**config.mk**
```make
export PLATFORM = sky130hd
export DESIGN_NAME = rmm_sqrt_cell
export DESIGN_NICKNAME = d
export VERILOG_FILES = /design/src/design/rmm_pkg.sv /design/src/design/rmm_sqrt_cell.sv
export SDC_FILE = /design/constraint.sdc
export NUM_CORES = 1
export LEC_CHECK = 0
export ABC_CLOCK_PERIOD_IN_PS = 5800
export CAP_MARGIN = 20
export CORE_UTILIZATION = 47
export DETAILED_ROUTE_END_ITERATION = 16
export DONT_BUFFER_PORTS = 1
export PLACE_DENSITY = 0.71
export SYNTH_ARGS = -nofsm -noshare
export SYNTH_HDL_FRONTEND = slang
export SYNTH_SLANG_ARGS = --single-unit
```
**constraint.sdc**
```tcl
create_clock -name aclk -period 5.8 [get_ports aclk]
set_input_delay 1.16 -clock aclk [delete_from_list [all_inputs] [get_ports aclk]]
set_output_delay 1.16 -clock aclk [all_outputs]
set_load 0.01 [all_outputs]
```
**src/design/rmm_pkg.sv**
```systemverilog
`default_nettype none
package rmm_pkg;

    localparam int SqrtSteps = 32;

    typedef struct packed {
        logic [63:0] num;
        logic [33:0] rem;
        logic [31:0] root;
    } sqrt_state_t;

    typedef struct packed {
        logic signed [35:0] x;
        logic signed [35:0] y;
        logic [31:0]        z;
    } vec_state_t;

    typedef struct packed {
        logic signed [33:0] x;
        logic signed [33:0] y;
        logic signed [33:0] z;
    } rot_state_t;

    typedef struct packed {
        logic signed [31:0] px;
        logic signed [31:0] py;
        logic signed [31:0] spd;
        logic signed [15:0] head;
        logic               zero;
        logic [31:0]        root;
        logic [15:0]        b16;
        logic               flip;
        logic signed [33:0] rz;
    } carry_t;

    localparam logic signed [33:0] CosGain = 34'sh026DD3B6A;

    function automatic logic [31:0] atan_turn(input logic [4:0] idx);
        logic [31:0] v;
        case (idx)
            5'd0:  v = 32'h20000000;
            5'd1:  v = 32'h12E4051E;
            5'd2:  v = 32'h09FB385B;
            5'd3:  v = 32'h051111D4;
            5'd4:  v = 32'h028B0D43;
            5'd5:  v = 32'h0145D7E1;
            5'd6:  v = 32'h00A2F61E;
            5'd7:  v = 32'h00517C55;
            5'd8:  v = 32'h0028BE53;
            5'd9:  v = 32'h00145F2F;
            5'd10: v = 32'h000A2F98;
            5'd11: v = 32'h000517CC;
            5'd12: v = 32'h00028BE6;
            5'd13: v = 32'h000145F3;
            5'd14: v = 32'h0000A2FA;
            5'd15: v = 32'h0000517D;
            5'd16: v = 32'h000028BE;
            5'd17: v = 32'h0000145F;
            5'd18: v = 32'h00000A30;
            5'd19: v = 32'h00000518;
            5'd20: v = 32'h0000028C;
            5'd21: v = 32'h00000146;
            5'd22: v = 32'h000000A3;
            5'd23: v = 32'h00000051;
            5'd24: v = 32'h00000029;
            5'd25: v = 32'h00000014;
            5'd26: v = 32'h0000000A;
            5'd27: v = 32'h00000005;
            5'd28: v = 32'h00000003;
            5'd29: v = 32'h00000001;
            5'd30: v = 32'h00000001;
            default: v = 32'h00000000;
        endcase
        return v;
    endfunction

endpackage
`default_nettype wire

```
**src/design/rmm_sqrt_cell.sv**
```systemverilog
`default_nettype none
module rmm_sqrt_cell (
    input  wire logic                 aclk,
    input  wire logic                 en,
    input  wire rmm_pkg::sqrt_state_t d_in,
    output rmm_pkg::sqrt_state_t      d_out
);
    import rmm_pkg::*;

    sqrt_state_t d_reg, d_next;
    logic [35:0] temp, trial, diff;
    logic        ge;

    always_comb begin
        temp  = {d_in.rem, d_in.num[63:62]};
        trial = {2'b00, d_in.root, 2'b01};
        diff  = temp - trial;
        ge    = temp >= trial;
        d_next.num  = {d_in.num[61:0], 2'b00};
        d_next.rem  = ge ? diff[33:0] : temp[33:0];
        d_next.root = {d_in.root[30:0], ge};
    end

    always_ff @(posedge aclk) begin
        if (en) begin
            d_reg <= d_next;
        end
    end

    assign d_out = d_reg;
endmodule
`default_nettype wire

```
; After elaboration in Yosys (flattened, before gate mapping)
; Cells that the tools add are included.
[op_classes]
addsub = 1
n_lt_le_gt_ge = 1
mux = 1
[op_table]
columns = cell, n
row1 = 36-bit by 34-bit greater-or-equal comparator with 1-bit output, 1
row2 = 34-bit two-way mux, 1
row3 = 34-bit subtractor, 1
[totals]
ff_bits = 128
inputBits = 132
output_inout_bits = 130
elab_cells = 6

; Depth between registers and ports, before layout
[logic_depth]
depth_word = 2
ltp_mapped = 13

; Worst setup path after synthesis
; No wires, ideal clock.
[synth_timing]
path_type = input -> register
start = input port d_in[9] (netlist bit)
end = register d_reg (netlist bit d_out[59]) (data pin)
setup_ps = 260
arrival_time_ps = 3159
required_time_ps = 5540
path_slack_ps = 2381
path_stages = 10
n_path_buf = 0
path_cell_list = inv_1 ha_1 a21o_1 a31o_1 a211oi_4 o211ai_2 a21bo_2 mux2i_1 o221ai_1 mux2_4
[synth_lines]
columns = element, line_no
row1 = from (decl), rmm_sqrt_cell.sv:5  ; input wire rmm_pkg::sqrt_state_t d_in,
row2 = to (signal assigned), rmm_sqrt_cell.sv:26  ; d_reg <= d_next;
row3 = to (decl), rmm_sqrt_cell.sv:10  ; sqrt_state_t d_reg, d_next;

==> impl_metrics.tcl <==
set metrics [dict create \
    critPathKind "input pin to register" \
    firstDrtPassIters 4 \
    grt_pass1_wl_um 22400 \
    cp-start-kind "input pin" \
    boundaryPins 262 \
    min_period_over_period_pct 63.6 \
    crit_path_top_delay_cell "o21a_2" \
    wl_per_cell_um 20.8 \
    crit_path_cell_trace "inv_1, ha_1, a21o_1, o41ai_2, o211ai_1, a211oi_1, o21a_2, buf_4, o21ai_0" \
    place_area_mm2 0.00645 \
    chipHeight_um 118 \
    clock-sinks 128 \
    path_clk_slew_ps 60 \
    gr-total-overflow 0 \
    max_slew_margin_pct 58.7 \
    path_buf_inv 2 \
    hpwl_um 10900 \
    cts-root-buf "clkbuf_16" \
    final_nets 678 \
    antenna_found_initial 0 \
    worstHoldStart "d_in[3]" \
    hold_ws_ps 835 \
    crit_path_start "d_in[7]" \
    end_kind "register" \
    synth-seq-cells 128 \
    diodes 0 \
    drv_slew 0 \
    ys_types 62 \
    core_area_mm2 0.0129 \
    finalSetupViolations 0 \
    drt-total-wl_um 14500 \
    cts_tree "done" \
    p_per_area_mw_per_mm2 354 \
    die_area_mm2 0.0139 \
    hold_buffers 0 \
    layout-drive-gt1-share_pct 9.90 \
    drtAntennaViolNets 0 \
    hold_path_class "input pin to register" \
    min_period_ps 3690 \
    vias 3860 \
    drc 0 \
    start_util_pct 49.0 \
    grt_use_total_pct 21.6 \
    synth_ff_type "edfxtp_1" \
    cp_max_fo 33 \
    fin_area_mm2 0.00699 \
    cts-resized-gates 0 \
    syn-mean-instance-area_um2 12.5 \
    largest_register_ffs 128 \
    synth_enable_flop_cells 128 \
    synthArstFlopShare_pct 0 \
    max_freq_mhz 271 \
    syn-instance-count 507 \
    std_cell_rows 41 \
    critPathTopFamily "compound AO/OA/AOI/OAI gates" \
    rsz0062_at_grt "false" \
    clk_path_buf_depth 2 \
    finalNonFillerCells 697 \
    setup_tns_ps 0 \
    grt_max_degree 129 \
    required_ps 5940 \
    htree_num_levels 4 \
    drtIter0Drc 182 \
    slowest_delay_ps 580 \
    numPortBuffers 0 \
    hold_viol 0 \
    die_x_um 118 \
    grt_pass1_vias 3953 \
    syn_to_final_growth_pct 10.8 \
    seq_area_frac_synth_pct 60.9 \
    worstMarginPinSlew_ps 620 \
    max_cap_violations 0 \
    status "finished, final reports clean" \
    cts_setup_buffers 0 \
    cts_buffers 17 \
    peakVddDrop_mv 0.202 \
    yosysWarnings 0 \
    cp.arrival_ps 3830 \
    dp_cells 665 \
    syn-cell-area_mm2 0.00631 \
    place_congestion 0.866 \
    via_per_inst 5.54 \
    leakage_uw 0.00269 \
]
[cell usage after synthesis (all sizes together), types with 2 or more instances]
library cell / n / area, um2
o31ai: 5 / 42.5
nor3: 10 / 50.1
o211ai: 3 / 27.5
o221ai: 2 / 17.5
a31oi: 5 / 46.3
xnor2: 14 / 123
and3: 5 / 35.0
xor2: 13 / 114
a211oi: 2 / 27.5
nand3: 6 / 30.0
a31o: 2 / 17.5
inv: 42 / 158
o21ai: 46 / 234
a21oi: 28 / 140
nand4: 7 / 50.1
buf: 9 / 56.3
nor2: 18 / 67.6
nand2: 58 / 218
clkbuf: 7 / 38.8
and2: 5 / 33.8
nand2b: 5 / 31.3
o31a: 2 / 17.5
a21o: 20 / 151
o41ai: 3 / 48.8
ha: 34 / 425
o21a: 3 / 22.5
a21boi: 2 / 15.0
mux2i: 4 / 40.0
edfxtp: 128 / 3840
[area by class of cell]
cell class / count / area [um2]
fillers: 1088 / 5880
flip-flops and latches: 128 / 3840
multi-input cells: 321 / 2220
clock buffers: 18 / 429
well taps: 172 / 215
inverters: 43 / 163
clock inverters: 14 / 118
repair buffers: 1 / 7.51
[final timing paths]
check | end | slack (ps) | depth (start not counted)
worst max-delay path | d_out[45] | 2110 | 9
worst min-delay path | d_out[4] | 830 | 0
[where the power goes]
group          switching [uW]  internal [uW]
logic                     162            114
registers                90.4           1140
clock network             385            586
total                     638           1840
[routing by layer]
layer  wire [um]  share of wire, %  global-route usage, %  up-vias
li1            -                 -                      -     1878
met1        5810                40                   24.2     1811
met2        7560                52                   37.7      161
met3         998               6.9                   8.28       10
met4         140              0.96                   6.73        0
met5           0                 0                      0        -
[cell usage in the layout, fill, tap and decap left out, types with 4 or more instances in the layout]
cell type and instances:
a21o_1 19, a21oi_1 28, a31oi_1 4, clkbuf_16 17, edfxtp_1 128, ha_1 34
inv_1 42, mux2i_1 4, nand2_1 58, nand2b_1 5, nand3_1 6, nand4_1 6
nor2_1 18, nor3_1 10, o21ai_0 41, o21ai_1 4, o31ai_1 4, xnor2_1 14
xor2_1 13
[metrics by stage]
step	total power, uW	worst slack, ps	util [%]
after global placement	1520	1770	50.1
after CTS	2510	2040	54.3
after detailed placement	1530	1610	50.1
after floorplan	1450	2380	-
final	2480	2110	54.3
after global routing	2580	1820	54.3
[kinds of logic (layout without fill, tap and decap cells)]
kind of cell               count (synthesis)  in the layout  synth area share, %
buffers and inverters                     59             76                 4.08
other                                      1              2               0.0594
and+or+nand+nor                          120            120                 8.88
DFF                                      128            128                 60.9
AOI/OAI and AO/OA                        133            133                 14.8
muxes                                      5              5                0.872
adders and majority gates                 34             34                 6.74
xor gates and xnor gates                  27             27                 3.74
No activity file was read; power rests on OpenSTA's default activity.
