<file path="src/design/rmm_pkg.sv">
`default_nettype none
package rmm_pkg;

    localparam int SqrtSteps = 32;

    typedef struct packed {
        logic [63:0] num;
        logic [33:0] rem;
        logic [31:0] root;
    } sqrt_state_t;

    typedef struct packed {
        logic signed [35:0] x;
        logic signed [35:0] y;
        logic [31:0]        z;
    } vec_state_t;

    typedef struct packed {
        logic signed [33:0] x;
        logic signed [33:0] y;
        logic signed [33:0] z;
    } rot_state_t;

    typedef struct packed {
        logic signed [31:0] px;
        logic signed [31:0] py;
        logic signed [31:0] spd;
        logic signed [15:0] head;
        logic               zero;
        logic [31:0]        root;
        logic [15:0]        b16;
        logic               flip;
        logic signed [33:0] rz;
    } carry_t;

    localparam logic signed [33:0] CosGain = 34'sh026DD3B6A;

    function automatic logic [31:0] atan_turn(input logic [4:0] idx);
        logic [31:0] v;
        case (idx)
            5'd0:  v = 32'h20000000;
            5'd1:  v = 32'h12E4051E;
            5'd2:  v = 32'h09FB385B;
            5'd3:  v = 32'h051111D4;
            5'd4:  v = 32'h028B0D43;
            5'd5:  v = 32'h0145D7E1;
            5'd6:  v = 32'h00A2F61E;
            5'd7:  v = 32'h00517C55;
            5'd8:  v = 32'h0028BE53;
            5'd9:  v = 32'h00145F2F;
            5'd10: v = 32'h000A2F98;
            5'd11: v = 32'h000517CC;
            5'd12: v = 32'h00028BE6;
            5'd13: v = 32'h000145F3;
            5'd14: v = 32'h0000A2FA;
            5'd15: v = 32'h0000517D;
            5'd16: v = 32'h000028BE;
            5'd17: v = 32'h0000145F;
            5'd18: v = 32'h00000A30;
            5'd19: v = 32'h00000518;
            5'd20: v = 32'h0000028C;
            5'd21: v = 32'h00000146;
            5'd22: v = 32'h000000A3;
            5'd23: v = 32'h00000051;
            5'd24: v = 32'h00000029;
            5'd25: v = 32'h00000014;
            5'd26: v = 32'h0000000A;
            5'd27: v = 32'h00000005;
            5'd28: v = 32'h00000003;
            5'd29: v = 32'h00000001;
            5'd30: v = 32'h00000001;
            default: v = 32'h00000000;
        endcase
        return v;
    endfunction

endpackage
`default_nettype wire

</file>
<file path="src/design/rmm_rot_cell.sv">
`default_nettype none
module rmm_rot_cell #(
    parameter int Shift = 0
) (
    input  wire logic                aclk,
    input  wire logic                en,
    input  wire rmm_pkg::rot_state_t d_in,
    output rmm_pkg::rot_state_t      d_out
);
    import rmm_pkg::*;

    localparam logic signed [33:0] Atan = $signed({2'b00, atan_turn(5'(Shift))});

    rot_state_t d_reg, d_next;
    logic signed [33:0] xs, ys;

    always_comb begin
        xs = d_in.x >>> Shift;
        ys = d_in.y >>> Shift;
        if (!d_in.z[33]) begin
            d_next.x = d_in.x - ys;
            d_next.y = d_in.y + xs;
            d_next.z = d_in.z - Atan;
        end else begin
            d_next.x = d_in.x + ys;
            d_next.y = d_in.y - xs;
            d_next.z = d_in.z + Atan;
        end
    end

    always_ff @(posedge aclk) begin
        if (en) begin
            d_reg <= d_next;
        end
    end

    assign d_out = d_reg;
endmodule
`default_nettype wire

</file>
<file path="config.mk">
export PLATFORM = sky130hd
export DESIGN_NAME = rmm_rot_cell
export DESIGN_NICKNAME = d
export VERILOG_FILES = /design/src/design/rmm_pkg.sv /design/src/design/rmm_rot_cell.sv
export SDC_FILE = /design/constraint.sdc
export NUM_CORES = 1
export LEC_CHECK = 0
export ABC_CLOCK_PERIOD_IN_PS = 3450
export BUFFER_PORTS_ARGS = -buffer_cell sky130_fd_sc_hd__clkbuf_2
export CORE_AREA = 5 5 140 142
export DETAILED_ROUTE_END_ITERATION = 6
export DIE_AREA = 0 0 145 147
export PLACE_DENSITY = 0.83
export SYNTH_ARGS = -nofsm -noshare
export SYNTH_HDL_FRONTEND = slang
export SYNTH_SLANG_ARGS = --single-unit
</file>
<file path="constraint.sdc">
create_clock -name aclk -period 3.45 [get_ports aclk]
set_input_delay 0.345 -clock aclk [delete_from_list [all_inputs] [get_ports aclk]]
set_output_delay 0.345 -clock aclk [all_outputs]
set_load 0.02 [all_outputs]
</file>
---- After elaboration in Yosys (flattened, before gate mapping) ----
Cells that the tools add are included.
word-level totals
  bits in registers ....................... 102
  bits of input ports ..................... 104
  output and inout port bits .............. 102
  word-level logic and storage cells ...... 9
cells by class
  $add $sub $neg .......................... 5
  muxes and demuxes ....................... 1
operators with widths
  operator                count
  $mux 102                1
  $sub 34x34->34          2
  $add 34x31->34 const B  1
  $add 34x34->34          1
  $sub 34x31->34 const B  1

---- Depth between registers and ports, before layout ----
  depth after elaboration ................. 2
  mapped depth ............................ 13
  gate-level depth less buffers ........... 13

---- Worst setup path after synthesis ----
Ideal clock, no wire load.
  path kind ............................... in2reg
  start ................................... input d_in[34] (netlist bit)
  end ..................................... register d_reg, in the netlist d_out[64], data pin
  library setup time ...................... 267 ps
  arrival ................................. 2675 ps
  data required time ...................... 3183 ps
  setup slack ............................. 508 ps
  stages on the path ...................... 12
  path buffers ............................ 0
  cell sequence ........................... ha_1 -> fa_1 -> nor2b_1 -> or3_1 -> a21oi_1 -> o21bai_2 -> a31oi_1 -> o31ai_2 -> a31oi_1 -> o41a_1 -> o32ai_1 -> xnor2_1
RTL lines
  element               RTL line            source
  from (decl)           rmm_rot_cell.sv:7   input wire rmm_pkg::rot_state_t d_in,
  to (signal assigned)  rmm_rot_cell.sv:33  d_reg <= d_next;
  to (decl)             rmm_rot_cell.sv:14  rot_state_t d_reg, d_next;

==> flow_summary.yaml <==
outcome:
  run_status: "finished clean"
logic_synthesis:
  synth_top_cells_by_area: "sky130_fd_sc_hd__edfxtp_1 (34%), sky130_fd_sc_hd__ha_1 (14%), sky130_fd_sc_hd__a21oi_1 (6.5%), sky130_fd_sc_hd__xnor2_1 (6.3%), sky130_fd_sc_hd__nor2_1 (4.1%)"
  post_synthesis_sequential_element_count: 101
  yosys.area_share.xor_xnor_pct: 6.69
  syn-cell-area_mm2: 0.00903
  net_count_of_the_mapped_netlist: 1207
  area_share_of_and_or_nand_nor_cells_after_synthesis_pct: 12.4
  asyncSetResetFlopFracSynth_pct: 0
  yosysWarningCount: 0
  post_synth_inst_count: 997
  synth.lib_cells_used.distinct: 80
  synth_adder_area_share_pct: 15.0
  largest_family_of_logic_cells_by_synthesized_area: "compound AO/OA/AOI/OAI gates"
  synth.top_cell.area_share_pct: 33.6
  synthFlopType: "sky130_fd_sc_hd__edfxtp_1"
  syn_area_per_cell_um2: 9.06
  synth-seq-area-share_pct: 33.6
  synth-compound-area-share_pct: 23.7
  synth_largest_area_cell: "sky130_fd_sc_hd__edfxtp_1"
  count_of_flip_flops_with_a_built_in_enable_after_synthesis: 101
  post_synth_mux_area_share_pct: 1.77
clocking:
  tritoncts: "yes"
  cts_max_path_buffers: 2
  cts_max_level: 3
  cts_root_buf: "sky130_fd_sc_hd__clkbuf_16"
  clock_sinks: 101
  cts_inserted_buffers: 9
  cts.repair_timing.setup_buffer_count: 0
  clk_pin_slew_worst_paths_ns: 0.08
sta:
  worstMarginPinSlew_ns: 0.843
  slew_viol_final: 0
  unrepaired_setup_endpoints_after_global_routing: "no"
  fin_hold_ws_ns: 0.161
  final.period_utilization_pct: 97.1
  maxSlewHeadroom_pct: 43.8
  period_minus_slack_ns: 3.35
  finalHoldViolCount: 0
  number_of_failing_setup_endpoints_in_the_final_timing_report: 0
  worst_slack_ns: 0.101
  aggregate_negative_setup_slack_ns: 0
  fmax_mhz: 299
die:
  die_x_um: 145
  die-area_mm2: 0.0213
  floorplan.io_pins: 206
  fp.dieH_um: 147
  initial_utilization_pct: 49.3
  core.rowCount: 50
  core_mm2: 0.0183
route:
  detailedRoute.firstIterationViolations: 1075
  avgViaCountPerCell: 5.76
  wire_per_inst_um: 18.8
  remaining_drc_errors: 0
  detail-route-antenna-nets: 0
  wl_mm: 28.1
  drt_pass1_iterations: 6
  via_count: 8635
critical_path:
  worst-setup-path-type: "in2reg"
  timing.critical_path.arrival_ns: 3.43
  critical_path_peak_fanout: 8
  critPathLaunchType: "input pin"
  worst_ep_required_time_ns: 3.53
  crit_path_end_kind: "flip-flop"
pwr:
  switchingPower_mw: 1.73
  p_int_mw: 2.82
  pwr-share-seq_pct: 36.0
  power.switching_fraction_pct: 38.0
  ir_drop_v: 0.000349
  finalPower_mw: 4.55
  power.share.combinational_pct: 41.0
  cellLeakagePower_nw: 5.11
  power.clock.fraction_pct: 22.9
  power_density_mw_per_mm2: 407
place:
  finalWeightedCongestion: 1.03
  postPlaceCellArea_mm2: 0.0109
  dp.final_hpwl_mm: 23.0
  placement.io_buffers: 205
  numPlacedInstances: 1483
  dp_worst_slack_ns: -0.202
global_routing:
  global_route.overflow_total: 0
  number_of_antenna_violations_at_the_first_check_in_global_routing: 0
  maximum_number_of_pins_on_one_net_before_global_route_repair: 76
  grt_pass1_wl_mm: 44.8
  total_routing_resource_utilization_after_global_routing_pct: 25.3
  vias_in_the_first_global_route: 8581
cells_and_area:
  insertedDiodeCount: 0
  mostFrequentLayoutCells: "sky130_fd_sc_hd__clkbuf_2 (204), sky130_fd_sc_hd__a21oi_1 (118), sky130_fd_sc_hd__ha_1 (102)"
  instances_no_fill: 1499
  design.final.nets: 1470
  synthToLayoutAreaGrowth_pct: 23.8
  largest_register_ff_count: 101
  mostFrequentLayoutCell: "sky130_fd_sc_hd__clkbuf_2"
  post_route_cells_drive_above_1_share_pct: 27.0
  final_design_area_no_fill_mm2: 0.0112
  final_util_pct: 61.0
worst_hold_path:
  hold_wc_path_type: "in2reg"
flow_run:
  drv_cap: 0
[per-layer routing]
| metal | GRT usage [%] | vias to the layer above | share of wire [%] |
|---|---|---|---|
| li1 | - | 4106 | - |
| met1 | 35.6 | 3998 | 43 |
| met2 | 40.3 | 472 | 45 |
| met3 | 4.50 | 59 | 9.5 |
| met4 | 6.83 | 0 | 2.4 |
| met5 | 0 | - | 0 |
[synth_stat cells, types with 8 or more instances]
library cell	n
sky130_fd_sc_hd__a21o_1	21
sky130_fd_sc_hd__a21oi_1	118
sky130_fd_sc_hd__buf_1	12
sky130_fd_sc_hd__clkbuf_1	20
sky130_fd_sc_hd__edfxtp_1	101
sky130_fd_sc_hd__ha_1	102
sky130_fd_sc_hd__inv_1	96
sky130_fd_sc_hd__mux2i_1	16
sky130_fd_sc_hd__nand2_1	43
sky130_fd_sc_hd__nand2b_1	8
sky130_fd_sc_hd__nand3_1	11
sky130_fd_sc_hd__nand4_1	10
sky130_fd_sc_hd__nor2_1	99
sky130_fd_sc_hd__nor2b_1	11
sky130_fd_sc_hd__nor3_1	23
sky130_fd_sc_hd__o21a_1	11
sky130_fd_sc_hd__o21ai_0	50
sky130_fd_sc_hd__o21bai_1	22
sky130_fd_sc_hd__o31ai_1	10
sky130_fd_sc_hd__xnor2_1	65
[power groups by stage]
stage / logic, mW / clock network [mW] / registers (mW)
2_1_floorplan: 0.901 / 0 / 1.89
3_3_place_gp: 1.82 / 0 / 1.66
3_5_place_dp: 1.83 / 0 / 1.67
4_1_cts: 1.84 / 1.06 / 1.64
5_1_grt: 2.00 / 1.11 / 1.66
6_report: 1.87 / 1.04 / 1.64
[kinds of logic (layout without fill, tap and decap cells)]
kind of cell,count (synthesis),in the layout
fa+ha+maj,106,106
mux,16,16
simple gates,236,236
compound gates,319,319
flops,101,101
xor+xnor,69,69
buf+inv,150,418
[worst max-delay path, cell delays in order]
cell	delay, ns
sky130_fd_sc_hd__clkbuf_2	0.09
sky130_fd_sc_hd__inv_1	0.04
sky130_fd_sc_hd__ha_1	0.38
sky130_fd_sc_hd__nor2b_1	0.19
sky130_fd_sc_hd__buf_4	0.14
sky130_fd_sc_hd__o2111a_1	0.22
sky130_fd_sc_hd__a2111oi_1	0.59
sky130_fd_sc_hd__o41ai_1	0.13
sky130_fd_sc_hd__buf_4	0.17
sky130_fd_sc_hd__a221oi_1	0.41
sky130_fd_sc_hd__a21bo_2	0.24
sky130_fd_sc_hd__buf_4	0.11
sky130_fd_sc_hd__nor2_1	0.04
sky130_fd_sc_hd__o32ai_1	0.23
sky130_fd_sc_hd__xnor2_1	0.12
[timing repair]
item	CTS	global route
setup endpoints to repair	0	1
gates resized for setup	0	1
hold buffers	0	0
endpoints found under the hold margin	0	0
[worst paths after layout]
check / depth (start not counted) / to / from
worst max-delay path: 15 / d_out[64]$_DFFE_PP_ / d_in[36]
worst min-delay path: 1 / d_out[17]$_DFFE_PP_ / d_in[17]
[area by class of cell]
| cell class | instances | area, um^2 |
|---|---|---|
| Fill cell | 1584 | 7150 |
| Multi-Input combinational cell | 746 | 5390 |
| Sequential cell | 101 | 3030 |
| Timing Repair Buffer | 299 | 1760 |
| Inverter | 103 | 392 |
| Tap cell | 234 | 293 |
| Clock buffer | 9 | 225 |
| Clock inverter | 7 | 86.3 |
Note: power is estimated with default switching activity, not from simulation.
